### src/ubx_frame_receiver_unit_macros.svh
// Assertion macros shared by the receiver RTL.
// Needs clk and rst_n in scope at the point of use.
`ifndef UBX_FRAME_RECEIVER_UNIT_MACROS_SVH
`define UBX_FRAME_RECEIVER_UNIT_MACROS_SVH

// same-cycle implication, checked out of reset
`define UBXFR_ASSERT_IMP(lbl, ante, cons, msg) \
  lbl: assert property (@(posedge clk) disable iff (!rst_n) (ante) |-> (cons)) \
    else $error(msg);

// next-cycle implication, checked out of reset
`define UBXFR_ASSERT_NXT(lbl, ante, cons, msg) \
  lbl: assert property (@(posedge clk) disable iff (!rst_n) (ante) |=> (cons)) \
    else $error(msg);

`endif

### src/ubxfr_pkg.sv
// Types, codes and helper functions for the UBX frame receiver.
// No dependencies; used by ubxfr_core and ubx_frame_receiver_unit.
package ubxfr_pkg;

  localparam int unsigned PAYLOAD_DEPTH_DEF = 256;

  localparam logic [7:0] SYNC_CHAR1 = 8'hB5;
  localparam logic [7:0] SYNC_CHAR2 = 8'h62;
  localparam logic [7:0] CLS_ACK    = 8'h05;
  localparam logic [7:0] CLS_NAV    = 8'h01;
  localparam logic [7:0] ID_PVT     = 8'h07;
  localparam logic [7:0] ID_ACK     = 8'h01;
  localparam logic [7:0] ID_NAK     = 8'h00;
  localparam logic [15:0] PVT_LEN   = 16'd92;

  // payload bytes 24..35 of a PVT frame hold lon, lat, height
  localparam int unsigned PVT_BASE  = 24;
  localparam int unsigned PVT_BYTES = 12;

  // frame position saturates once past the header bytes
  localparam logic [3:0] FP_SAT = 4'd8;

  localparam logic [1:0] CFG_REQ_CLASS = 2'd0;
  localparam logic [1:0] CFG_REQ_ID    = 2'd1;
  localparam logic [1:0] CFG_START_OFS = 2'd2;

  typedef enum logic [1:0] {CTX_SCRATCH, CTX_DATA, CTX_ACK} ctx_t;
  typedef enum logic [1:0] {FS_IDLE, FS_GOOD, FS_BAD, FS_ABORT} fstat_t;
  typedef enum logic [1:0] {MS_NONE, MS_MATCH, MS_NACK, MS_BAD} mstat_t;

  typedef struct packed {
    fstat_t             frame_status;
    mstat_t             match_status;
    ctx_t               ctx;
    logic [7:0]         cls;
    logic [7:0]         id;
    logic               store_valid;
    logic [7:0]         store_index;
    logic [7:0]         store_byte;
    logic               pos_update;
    logic signed [31:0] longitude;
    logic signed [31:0] latitude;
    logic signed [31:0] altitude;
  } ubxfr_res_t;

  function automatic logic sib_pvt(input logic [7:0] id, input logic [7:0] rid);
    logic r;
    r = 1'b0;
    if (id == 8'h07) r = (rid == 8'h14) || (rid == 8'h04);
    else if (id == 8'h14) r = (rid == 8'h07) || (rid == 8'h04);
    else if (id == 8'h04) r = (rid == 8'h07) || (rid == 8'h14);
    return r;
  endfunction

  function automatic logic sib_hnr(input logic [7:0] id, input logic [7:0] rid);
    logic r;
    r = 1'b0;
    if (id == 8'h01) r = (rid == 8'h02) || (rid == 8'h00);
    else if (id == 8'h02) r = (rid == 8'h01) || (rid == 8'h00);
    else if (id == 8'h00) r = (rid == 8'h01) || (rid == 8'h02);
    return r;
  endfunction

endpackage

### src/ubxfr_core.sv
// Frame parser state and per-beat result logic for the UBX receiver.
// Depends on ubxfr_pkg.
module ubxfr_core import ubxfr_pkg::*; #(
  parameter int unsigned PAYLOAD_DEPTH = PAYLOAD_DEPTH_DEF
) (
  input  logic       clk,
  input  logic       rst_n,
  input  logic       step,
  input  logic [7:0] rx_byte,
  input  logic [7:0] req_class,
  input  logic [7:0] req_id,
  input  logic [7:0] start_ofs,
  output ubxfr_res_t res
);

  localparam int unsigned CW = $clog2(PAYLOAD_DEPTH + 1);
  localparam int unsigned IW = (CW > 8) ? CW : 8;

  logic          in_ubx_r, in_ubx_nxt;
  logic [3:0]    fp_r, fp_nxt;
  logic [CW-1:0] cnt_r, cnt_nxt;
  ctx_t          ctx_r, ctx_nxt;
  logic          ign_r, ign_nxt;
  logic [7:0]    sa_r, sa_nxt, sb_r, sb_nxt;
  logic [7:0]    cls_r, cls_nxt, id_r, id_nxt, cka_r, cka_nxt, start_r, start_nxt;
  logic [15:0]   len_r, len_nxt;
  logic [7:0]    sp_r [4];
  logic [7:0]    sp_nxt [4];
  logic [7:0]    sh_r [PVT_BYTES];
  logic [7:0]    sh_nxt [PVT_BYTES];
  logic [31:0]   pos_r [3];
  logic [31:0]   pos_nxt [3];

  logic          enter, act, done, good, req, ackm, nav, overrun;
  logic [16:0]   lenp4, cntx;
  logic [IW-1:0] idx, off, st;
  logic [7:0]    pay0, pay1;
  logic [3:0]    shi;

  always_comb begin
    in_ubx_nxt = in_ubx_r;
    fp_nxt     = fp_r;
    cnt_nxt    = cnt_r;
    ctx_nxt    = ctx_r;
    ign_nxt    = ign_r;
    sa_nxt     = sa_r;
    sb_nxt     = sb_r;
    cls_nxt    = cls_r;
    id_nxt     = id_r;
    len_nxt    = len_r;
    cka_nxt    = cka_r;
    start_nxt  = start_r;
    sp_nxt     = sp_r;
    sh_nxt     = sh_r;
    pos_nxt    = pos_r;
    res        = '0;
    done       = 1'b0;
    good       = 1'b0;
    req        = 1'b0;
    ackm       = 1'b0;
    nav        = 1'b0;
    overrun    = 1'b0;
    lenp4      = '0;
    cntx       = '0;
    idx        = '0;
    off        = '0;
    st         = '0;
    pay0       = '0;
    pay1       = '0;
    shi        = '0;

    // NMEA and RTCM starts need no tracking: every byte outside UBX is checked for sync
    enter = !in_ubx_r && (rx_byte == SYNC_CHAR1);
    act   = in_ubx_r || enter;
    if (enter) begin
      in_ubx_nxt = 1'b1;
      fp_nxt     = '0;
      cnt_nxt    = '0;
      ign_nxt    = 1'b0;
      ctx_nxt    = CTX_SCRATCH;
    end

    if (act) begin
      unique case (fp_nxt)
        4'd1: begin
          if (rx_byte != SYNC_CHAR2) in_ubx_nxt = 1'b0;
        end
        4'd2: begin
          cls_nxt   = rx_byte;
          sa_nxt    = '0;
          sb_nxt    = '0;
          cnt_nxt   = '0;
          start_nxt = start_ofs;
        end
        4'd3: begin
          id_nxt = rx_byte;
          if (cls_nxt != CLS_ACK) begin
            if (cls_nxt == req_class && (id_nxt == req_id || sib_pvt(id_nxt, req_id) ||
                sib_hnr(id_nxt, req_id))) begin
              ctx_nxt = CTX_DATA;
            end else begin
              ign_nxt = 1'b1;
            end
          end
        end
        4'd4: len_nxt = {8'h00, rx_byte};
        4'd5: len_nxt[15:8] = rx_byte;
        4'd6: begin
          if (len_nxt == 16'd0) cka_nxt = rx_byte;
          else sp_nxt[0] = rx_byte;
        end
        4'd7: begin
          if (len_nxt == 16'd1) cka_nxt = rx_byte;
          else if (len_nxt >= 16'd2) sp_nxt[1] = rx_byte;
          if (ctx_nxt == CTX_SCRATCH && cls_nxt == CLS_ACK && sp_nxt[0] == req_class &&
              sp_nxt[1] == req_id && len_nxt == 16'd2) begin
            ctx_nxt   = CTX_ACK;
            sp_nxt[2] = sp_nxt[0];
            sp_nxt[3] = sp_nxt[1];
          end
        end
        default: ;
      endcase

      lenp4 = {1'b0, len_nxt} + 17'd4;
      cntx  = 17'(cnt_nxt);
      if (cntx < lenp4) begin
        sa_nxt = sa_nxt + rx_byte;
        sb_nxt = sb_nxt + sa_nxt;
      end

      priority if (cnt_nxt == CW'(0)) cls_nxt = rx_byte;
      else if (cnt_nxt == CW'(1)) id_nxt = rx_byte;
      else if (cnt_nxt == CW'(2)) len_nxt = {8'h00, rx_byte};
      else if (cnt_nxt == CW'(3)) len_nxt[15:8] = rx_byte;
      else if (cntx == lenp4) cka_nxt = rx_byte;
      else if (cntx == lenp4 + 17'd1) begin
        done       = 1'b1;
        in_ubx_nxt = 1'b0;
        good = (cka_nxt == sa_nxt) && (rx_byte == sb_nxt);
        req  = (cls_nxt == req_class) && (id_nxt == req_id);
        pay0 = (ctx_nxt == CTX_ACK) ? sp_nxt[2] : sp_nxt[0];
        pay1 = (ctx_nxt == CTX_ACK) ? sp_nxt[3] : sp_nxt[1];
        ackm = (cls_nxt == CLS_ACK) && (ctx_nxt != CTX_DATA) && (pay0 == req_class) &&
               (pay1 == req_id);
        if (good) begin
          res.frame_status = FS_GOOD;
          if (req) res.match_status = MS_MATCH;
          else if (ackm && id_nxt == ID_ACK) res.match_status = MS_MATCH;
          else if (ackm && id_nxt == ID_NAK) res.match_status = MS_NACK;
          if (!ign_nxt && cls_nxt == CLS_NAV && id_nxt == ID_PVT && len_nxt == PVT_LEN) begin
            pos_nxt[0] = {sh_nxt[3], sh_nxt[2], sh_nxt[1], sh_nxt[0]};
            pos_nxt[1] = {sh_nxt[7], sh_nxt[6], sh_nxt[5], sh_nxt[4]};
            pos_nxt[2] = {sh_nxt[11], sh_nxt[10], sh_nxt[9], sh_nxt[8]};
            res.pos_update = 1'b1;
          end
        end else begin
          res.frame_status = FS_BAD;
          if (req || ackm) res.match_status = MS_BAD;
        end
      end else begin
        nav = (cls_nxt == CLS_NAV) && (id_nxt == ID_PVT);
        if (nav || ctx_nxt == CTX_ACK) st = '0;
        else if (ctx_nxt == CTX_DATA) st = IW'(start_ofs);
        else st = IW'(start_nxt);
        idx = IW'(cnt_nxt) - IW'(4);
        if (!ign_nxt && idx >= st) begin
          off = idx - st;
          if ((ctx_nxt == CTX_DATA) ? (off < IW'(PAYLOAD_DEPTH)) : (off < IW'(2))) begin
            if (ctx_nxt == CTX_DATA) begin
              if (off >= IW'(PVT_BASE) && off < IW'(PVT_BASE + PVT_BYTES)) begin
                shi = 4'(off - IW'(PVT_BASE));
                sh_nxt[shi] = rx_byte;
              end
            end else if (ctx_nxt == CTX_ACK) begin
              sp_nxt[{1'b1, off[0]}] = rx_byte;
            end else begin
              sp_nxt[{1'b0, off[0]}] = rx_byte;
            end
            res.store_valid = 1'b1;
            res.store_index = off[7:0];
            res.store_byte  = rx_byte;
          end else begin
            overrun = 1'b1;
          end
        end
      end

      cnt_nxt = cnt_nxt + CW'(1);
      if (overrun || cnt_nxt == CW'(PAYLOAD_DEPTH)) begin
        in_ubx_nxt = 1'b0;
        if (!done) res.frame_status = FS_ABORT;
      end
      if (fp_nxt != FP_SAT) fp_nxt = fp_nxt + 4'd1;

      res.ctx = ctx_nxt;
      res.cls = cls_nxt;
      res.id  = id_nxt;
    end

    res.longitude = pos_nxt[0];
    res.latitude  = pos_nxt[1];
    res.altitude  = pos_nxt[2];
  end

  always_ff @(posedge clk) begin
    if (!rst_n) begin
      in_ubx_r <= 1'b0;
      fp_r     <= '0;
      cnt_r    <= '0;
      ctx_r    <= CTX_SCRATCH;
      ign_r    <= 1'b0;
      sa_r     <= '0;
      sb_r     <= '0;
      cls_r    <= '0;
      id_r     <= '0;
      len_r    <= '0;
      cka_r    <= '0;
      start_r  <= '0;
      sp_r     <= '{default: '0};
      pos_r    <= '{default: '0};
    end else if (step) begin
      in_ubx_r <= in_ubx_nxt;
      fp_r     <= fp_nxt;
      cnt_r    <= cnt_nxt;
      ctx_r    <= ctx_nxt;
      ign_r    <= ign_nxt;
      sa_r     <= sa_nxt;
      sb_r     <= sb_nxt;
      cls_r    <= cls_nxt;
      id_r     <= id_nxt;
      len_r    <= len_nxt;
      cka_r    <= cka_nxt;
      start_r  <= start_nxt;
      sp_r     <= sp_nxt;
      pos_r    <= pos_nxt;
    end
  end

  always_ff @(posedge clk) begin
    if (step) sh_r <= sh_nxt;
  end

endmodule

### src/ubx_frame_receiver_unit.sv
// UBX frame receiver top level: beat registers, config registers, parser core.
// Depends on ubxfr_pkg, ubxfr_core and ubx_frame_receiver_unit_macros.svh.
//
// Usage: one received byte per beat on the in_ channel (in_valid/in_ready).
// Each byte gives exactly one result beat on the out_ channel: frame and
// match status, context, class/id, the payload store write and the current
// position (lon, lat, height from the last good NAV-PVT frame).
// An accepted input beat is held in the input register, which feeds a single
// parse pass straight into the result register. Throughput is one byte per
// cycle while out_ready is high; the parse step is compares and adds.
// The input register takes a new byte while a finished result waits.
// If out_ready stays low the result and the input register hold, and
// in_ready drops once both are full; nothing is lost or repeated.
// Reset (rst_n low, synchronous) empties both registers, returns the
// parser to sync hunting and sets requested class 0x01, id 0x07, start
// offset 0. The cfg_ channel is always ready; writes take effect at once
// and belong between frames or while the block is idle.
// Payload bytes appear on the store_ outputs for a host-side buffer.
`include "ubx_frame_receiver_unit_macros.svh"
module ubx_frame_receiver_unit import ubxfr_pkg::*; #(
  parameter int unsigned PAYLOAD_DEPTH = PAYLOAD_DEPTH_DEF
) (
  input  logic               clk,
  input  logic               rst_n,
  input  logic               in_valid,
  output logic               in_ready,
  input  logic [7:0]         in_rx_byte,
  output logic               out_valid,
  input  logic               out_ready,
  output logic [1:0]         out_frame_status,
  output logic [1:0]         out_match_status,
  output logic [1:0]         out_context_used,
  output logic [7:0]         out_msg_class,
  output logic [7:0]         out_msg_id,
  output logic               out_store_valid,
  output logic [7:0]         out_store_index,
  output logic [7:0]         out_store_byte,
  output logic               out_position_update,
  output logic signed [31:0] out_longitude,
  output logic signed [31:0] out_latitude,
  output logic signed [31:0] out_altitude,
  input  logic               cfg_valid,
  output logic               cfg_ready,
  input  logic [1:0]         cfg_index,
  input  logic [7:0]         cfg_data
);

  logic       s1_valid_r, s1_valid_nxt;
  logic [7:0] s1_byte_r;
  logic       out_valid_r, out_valid_nxt;
  ubxfr_res_t res_r, res_c;
  logic [7:0] req_class_r, req_id_r, start_ofs_r;
  logic       adv;

  assign adv       = s1_valid_r && (!out_valid_r || out_ready);
  assign in_ready  = !s1_valid_r || adv;
  assign cfg_ready = 1'b1;

  ubxfr_core #(.PAYLOAD_DEPTH(PAYLOAD_DEPTH)) u_core (
    .clk       (clk),
    .rst_n     (rst_n),
    .step      (adv),
    .rx_byte   (s1_byte_r),
    .req_class (req_class_r),
    .req_id    (req_id_r),
    .start_ofs (start_ofs_r),
    .res       (res_c)
  );

  always_comb begin
    s1_valid_nxt = s1_valid_r;
    if (in_valid && in_ready) s1_valid_nxt = 1'b1;
    else if (adv) s1_valid_nxt = 1'b0;
    out_valid_nxt = out_valid_r;
    if (adv) out_valid_nxt = 1'b1;
    else if (out_ready) out_valid_nxt = 1'b0;
  end

  always_ff @(posedge clk) begin
    if (!rst_n) begin
      s1_valid_r  <= 1'b0;
      out_valid_r <= 1'b0;
      req_class_r <= CLS_NAV;
      req_id_r    <= ID_PVT;
      start_ofs_r <= '0;
    end else begin
      s1_valid_r  <= s1_valid_nxt;
      out_valid_r <= out_valid_nxt;
      if (cfg_valid && cfg_ready) begin
        unique case (cfg_index)
          CFG_REQ_CLASS: req_class_r <= cfg_data;
          CFG_REQ_ID:    req_id_r    <= cfg_data;
          CFG_START_OFS: start_ofs_r <= cfg_data;
          default: ;
        endcase
      end
    end
  end

  always_ff @(posedge clk) begin
    if (in_valid && in_ready) s1_byte_r <= in_rx_byte;
    if (adv) res_r <= res_c;
  end

  assign out_valid           = out_valid_r;
  assign out_frame_status    = res_r.frame_status;
  assign out_match_status    = res_r.match_status;
  assign out_context_used    = res_r.ctx;
  assign out_msg_class       = res_r.cls;
  assign out_msg_id          = res_r.id;
  assign out_store_valid     = res_r.store_valid;
  assign out_store_index     = res_r.store_index;
  assign out_store_byte      = res_r.store_byte;
  assign out_position_update = res_r.pos_update;
  assign out_longitude       = res_r.longitude;
  assign out_latitude        = res_r.latitude;
  assign out_altitude        = res_r.altitude;

  `UBXFR_ASSERT_IMP(a_store_not_at_end, out_valid_r && res_r.store_valid,
    res_r.frame_status != FS_GOOD && res_r.frame_status != FS_BAD, "store on checksum beat")
  `UBXFR_ASSERT_IMP(a_pos_from_data, out_valid_r && res_r.pos_update,
    res_r.frame_status == FS_GOOD && res_r.ctx == CTX_DATA, "position update off good data")
  `UBXFR_ASSERT_IMP(a_match_at_end, out_valid_r && res_r.match_status != MS_NONE,
    res_r.frame_status == FS_GOOD || res_r.frame_status == FS_BAD, "match without frame end")
  `UBXFR_ASSERT_NXT(a_s1_hold, s1_valid_r && !adv,
    s1_valid_r && $stable(s1_byte_r), "input register lost a stalled byte")

endmodule
### config.mk
export PLATFORM = sky130hd
export DESIGN_NAME = ubx_frame_receiver_unit
export DESIGN_NICKNAME = d
export VERILOG_FILES = /design/src/ubxfr_pkg.sv /design/src/ubxfr_core.sv /design/src/ubx_frame_receiver_unit.sv
export VERILOG_INCLUDE_DIRS = /design/src /design/src/src
export SDC_FILE = /design/constraint.sdc
export NUM_CORES = 1
export LEC_CHECK = 0
export BUFFER_PORTS_ARGS = -buffer_cell sky130_fd_sc_hd__buf_2
export CORE_ASPECT_RATIO = 1.4
export CORE_UTILIZATION = 60
export CTS_BUF_LIST = sky130_fd_sc_hd__clkbuf_8
export DETAILED_ROUTE_END_ITERATION = 6
export PLACE_DENSITY = 0.76
export REMOVE_ABC_BUFFERS = 1
export SYNTH_ARGS = -nofsm -noshare
export SYNTH_HDL_FRONTEND = slang
export SYNTH_HIERARCHICAL = 1
export SYNTH_SLANG_ARGS = --single-unit
export TNS_END_PERCENT = 5
### constraint.sdc
create_clock -name clk -period 13.2 [get_ports clk]
set_input_delay 2.64 -clock clk [delete_from_list [all_inputs] [get_ports clk]]
set_output_delay 2.64 -clock clk [all_outputs]
set_load 0.005 [all_outputs]
==> flow_summary.ini <==
[status]
status = completed

[timing]
timing.fmax_mhz = 107
tightest_slew_ns = 1.28
min_period_over_period_pct = 71.1
hold_viol_final = 0
finalClockSkew_ns = 0.0514
rsz0062_at_grt = false
final.min_clock_period_ns = 9.39
maxSlewViolCount = 0
slew_headroom_pct = 14.4
setup_viol = 0
setup_ws_ns = 3.81

[worst_setup_path]
rr_worst_depth = 25
crit_path_start_kind = flop
critPathMaxFanout = 53
cp.required_ns = 13.75
cp_data_arrival_time_ns = 9.94
criticalPathCategory = reg2reg
setup.worst_path.end_class = flop

[grt]
grt_max_degree = 137
globalRouteTotalUtil_pct = 37.2
antenna_found_initial = 3
grt_pass1_vias = 20867
grt_pass1_wl_mm = 121
overflow = 0

[floorplanning]
die_x_um = 176
initial_utilization_pct = 60.6
coreArea_sq_um = 42100
rows = 89
pin_count = 162
die_y_um = 246
dieArea_sq_um = 43400

[finish]
stdcell_count = 3299
seqCellArea_sq_um = 11900
fin_util_pct = 66.9
fill_cells = 3292
drive_gt1_share_pct = 13.6
stdcell_area_sq_um = 28200
area_growth_pct = 10.3
multiInputGateArea_sq_um = 12600
fin_nets = 2760

[routing]
wl_per_cell_um = 24.6
drt_iter0_drc = 1866
via_per_inst = 6.42
antenna_left = 0
drc = 0
via_count = 21172
drt_pass1_iterations = 6
totalWireLength_mm = 81.2

[clocking]
ctsHtreeMaxLevel = 3
ctsResizeCount = 0
postCtsSetupRepairBufs = 0
cts_max_path_buffers = 3
clock_latency_ns = 0.68
ctsHoldBuffers = 0
cts_tree = done
clockRootBuffer = clkbuf_8
path_clk_slew_ns = 0.06
cts_sinks = 475
numCtsBuffers = 75

[pwr]
seq_power_share_pct = 53.0
p_int_uw = 2270
peakVddDrop_mv = 0.0779
p_sw_uw = 715
leakage_uw = 0.0105
p_sw_share_pct = 23.9
p_comb_share_pct = 5.3
clockPowerShare_pct = 41.7
power_density_nw_per_um2 = 106

[yosys]
netlist_area_sq_um = 25500
synth_seq_cells = 475
ys.warnings.count = 6
syn_inst = 2575
synth_flop_cell = edfxtp_1
syn_avg_cell_area_sq_um = 9.91
synth_seq_area_share_pct = 46.7
synth.distinct_cells = 102
async_flop_share_pct = 0
synth-edff-count = 240

[place]
place_hpwl_mm = 55.2
dp_cells = 3157
io_buffers = 160
gp_congestion = 0.984
place_area_sq_um = 26600
dp_slack_ns = 3.96

[job]
drv_cap = 0

[min_path]
hold_class = reg2reg
holdPathStages = 2
[kinds of logic after synthesis]
kind of cell               after synthesis  synth area share, %
xor gates and xnor gates               109                 3.85
buffers and inverters                  236                 4.02
and+or+nand+nor                        954                 18.4
muxes                                  280                 11.5
adders and majority gates               49                 2.49
other                                    1               0.0147
DFF                                    475                 46.7
AOI/OAI and AO/OA                      471                 13.1
[path summary, 6_finish.rpt]
check	to	startpoint	slack [ns]
worst max-delay path	u_core/pos_r[11]$_SDFFE_PN0P_	s1_byte_r[0]$_DFFE_PP_	3.81
worst min register to register	u_core/cka_r[2]$_SDFFE_PN0P_	u_core/cka_r[2]$_SDFFE_PN0P_	0.45
worst min-delay path	u_core/cka_r[2]$_SDFFE_PN0P_	u_core/cka_r[2]$_SDFFE_PN0P_	0.45
worst max register to register	u_core/pos_r[11]$_SDFFE_PN0P_	s1_byte_r[0]$_DFFE_PP_	3.81
[synthesized netlist by cell type, types with 9 or more instances]
| master | n | area (sq um) |
|---|---|---|
| nand2b_1 | 10 | 62.6 |
| a211oi_1 | 19 | 143 |
| buf_6 | 9 | 101 |
| or3_1 | 24 | 150 |
| xnor2_1 | 77 | 674 |
| nor3b_1 | 9 | 67.6 |
| o22ai_1 | 10 | 62.6 |
| nand3_1 | 73 | 365 |
| xor2_1 | 30 | 263 |
| nor4_1 | 53 | 332 |
| a21oi_1 | 79 | 395 |
| o21a_1 | 11 | 82.6 |
| o211ai_1 | 18 | 135 |
| nor2b_1 | 42 | 263 |
| nand2_1 | 442 | 1660 |
| nor3_1 | 52 | 260 |
| ha_1 | 46 | 576 |
| edfxtp_1 | 240 | 7210 |
| and3_1 | 13 | 81.3 |
| o211a_1 | 9 | 90.1 |
| a31oi_1 | 15 | 93.8 |
| nor2_1 | 95 | 357 |
| a21boi_0 | 39 | 293 |
| a21o_1 | 19 | 143 |
| dfxtp_1 | 235 | 4700 |
| a22oi_1 | 25 | 188 |
| mux2_1 | 96 | 1080 |
| or4_1 | 10 | 75.1 |
| buf_2 | 34 | 170 |
| nand4_1 | 28 | 175 |
| clkbuf_1 | 116 | 435 |
| and2_1 | 39 | 244 |
| nand4b_1 | 9 | 78.8 |
| mux2_2 | 15 | 169 |
| o21ai_0 | 96 | 480 |
| inv_1 | 61 | 229 |
| mux2i_1 | 169 | 1690 |
[per-stage QoR]
| stage | power (uW) | hold slack (ns) | TNS (ns) |
|---|---|---|---|
| 5_1_grt | 3080 | 0.463 | 0 |
| 4_1_cts | 3000 | 0.455 | 0 |
| 6_report | 2990 | 0.455 | 0 |
| 3_3_place_gp | 1770 | 0.437 | 0 |
| 2_1_floorplan | 1690 | 0.431 | -1178.54 |
| 3_5_place_dp | 1770 | 0.442 | 0 |
[critical path, cell delays in order, from the launching register on]
cell       delay, ns
edfxtp_1        0.32
buf_4           0.47
and4b_1         0.52
nand3_1         0.57
nand2_1         0.34
ha_1            0.28
nand3b_1        0.27
a31oi_1         0.25
buf_4           0.24
mux2i_1         0.15
inv_1           0.15
ha_1            0.44
a2111oi_0       0.18
o32ai_1         0.84
inv_2           0.09
ha_1            0.34
o21ai_0         0.09
nand2b_1        0.07
a221oi_1        0.32
o21ai_1         0.40
a2111o_1        0.51
a22o_1          0.25
nor4_2          0.25
buf_4           0.67
buf_4           0.83
mux2i_1         0.30
[routing by layer]
metal  wire, um  GRT usage, %  share of wire, %  vias to the layer above
li1           -             -                 -                     9613
met1      29200          40.8                36                    10171
met2      39200          62.8                48                     1021
met3       5750          6.56               7.1                      365
met4       6990          30.8               8.6                        2
met5         13             0             0.016                        -
[placed cells by master (no fill, tap or decap), drive strengths merged, types with 40 or more instances in the layout]
| master | instances |
|---|---|
| nand2 | 442 |
| a21oi | 79 |
| nor2 | 95 |
| mux2 | 111 |
| xnor2 | 77 |
| inv | 88 |
| nor4 | 56 |
| nor2b | 42 |
| a21boi | 45 |
| dfxtp | 235 |
| and2 | 40 |
| edfxtp | 240 |
| buf | 207 |
| mux2i | 169 |
| ha | 46 |
| nand3 | 73 |
| o21ai | 103 |
| nor3 | 56 |
| clkbuf | 91 |
[state kept, by name (all words and copies together), names as in the netlist, 9 cells and up]
register       count
u_core/pos_r      96
out_latitude      32
out_longitude     32
u_core/sh_r       96
u_core/cnt_r       9
out_altitude      32
u_core/len_r      16
u_core/sp_r       32
[power by group through the flow]
stage	logic [uW]	clock network (uW)	registers, uW
floorplan	60.3	0	1630
global placement	151	0	1610
detailed placement	154	0	1620
CTS	155	1270	1580
global route	166	1330	1590
finish	158	1240	1580
[cell type report]
cell class                      count  share of cell area [%]
Antenna cell                        3                  0.0267
Clock buffer                       91                    4.45
Clock inverter                     48                   0.942
Inverter                           65                   0.866
Multi-Input combinational cell   1864                    44.9
Sequential cell                   475                    42.3
Tap cell                          546                    2.43
Timing Repair Buffer              207                    4.13
Power figures use the tool's default switching activity.
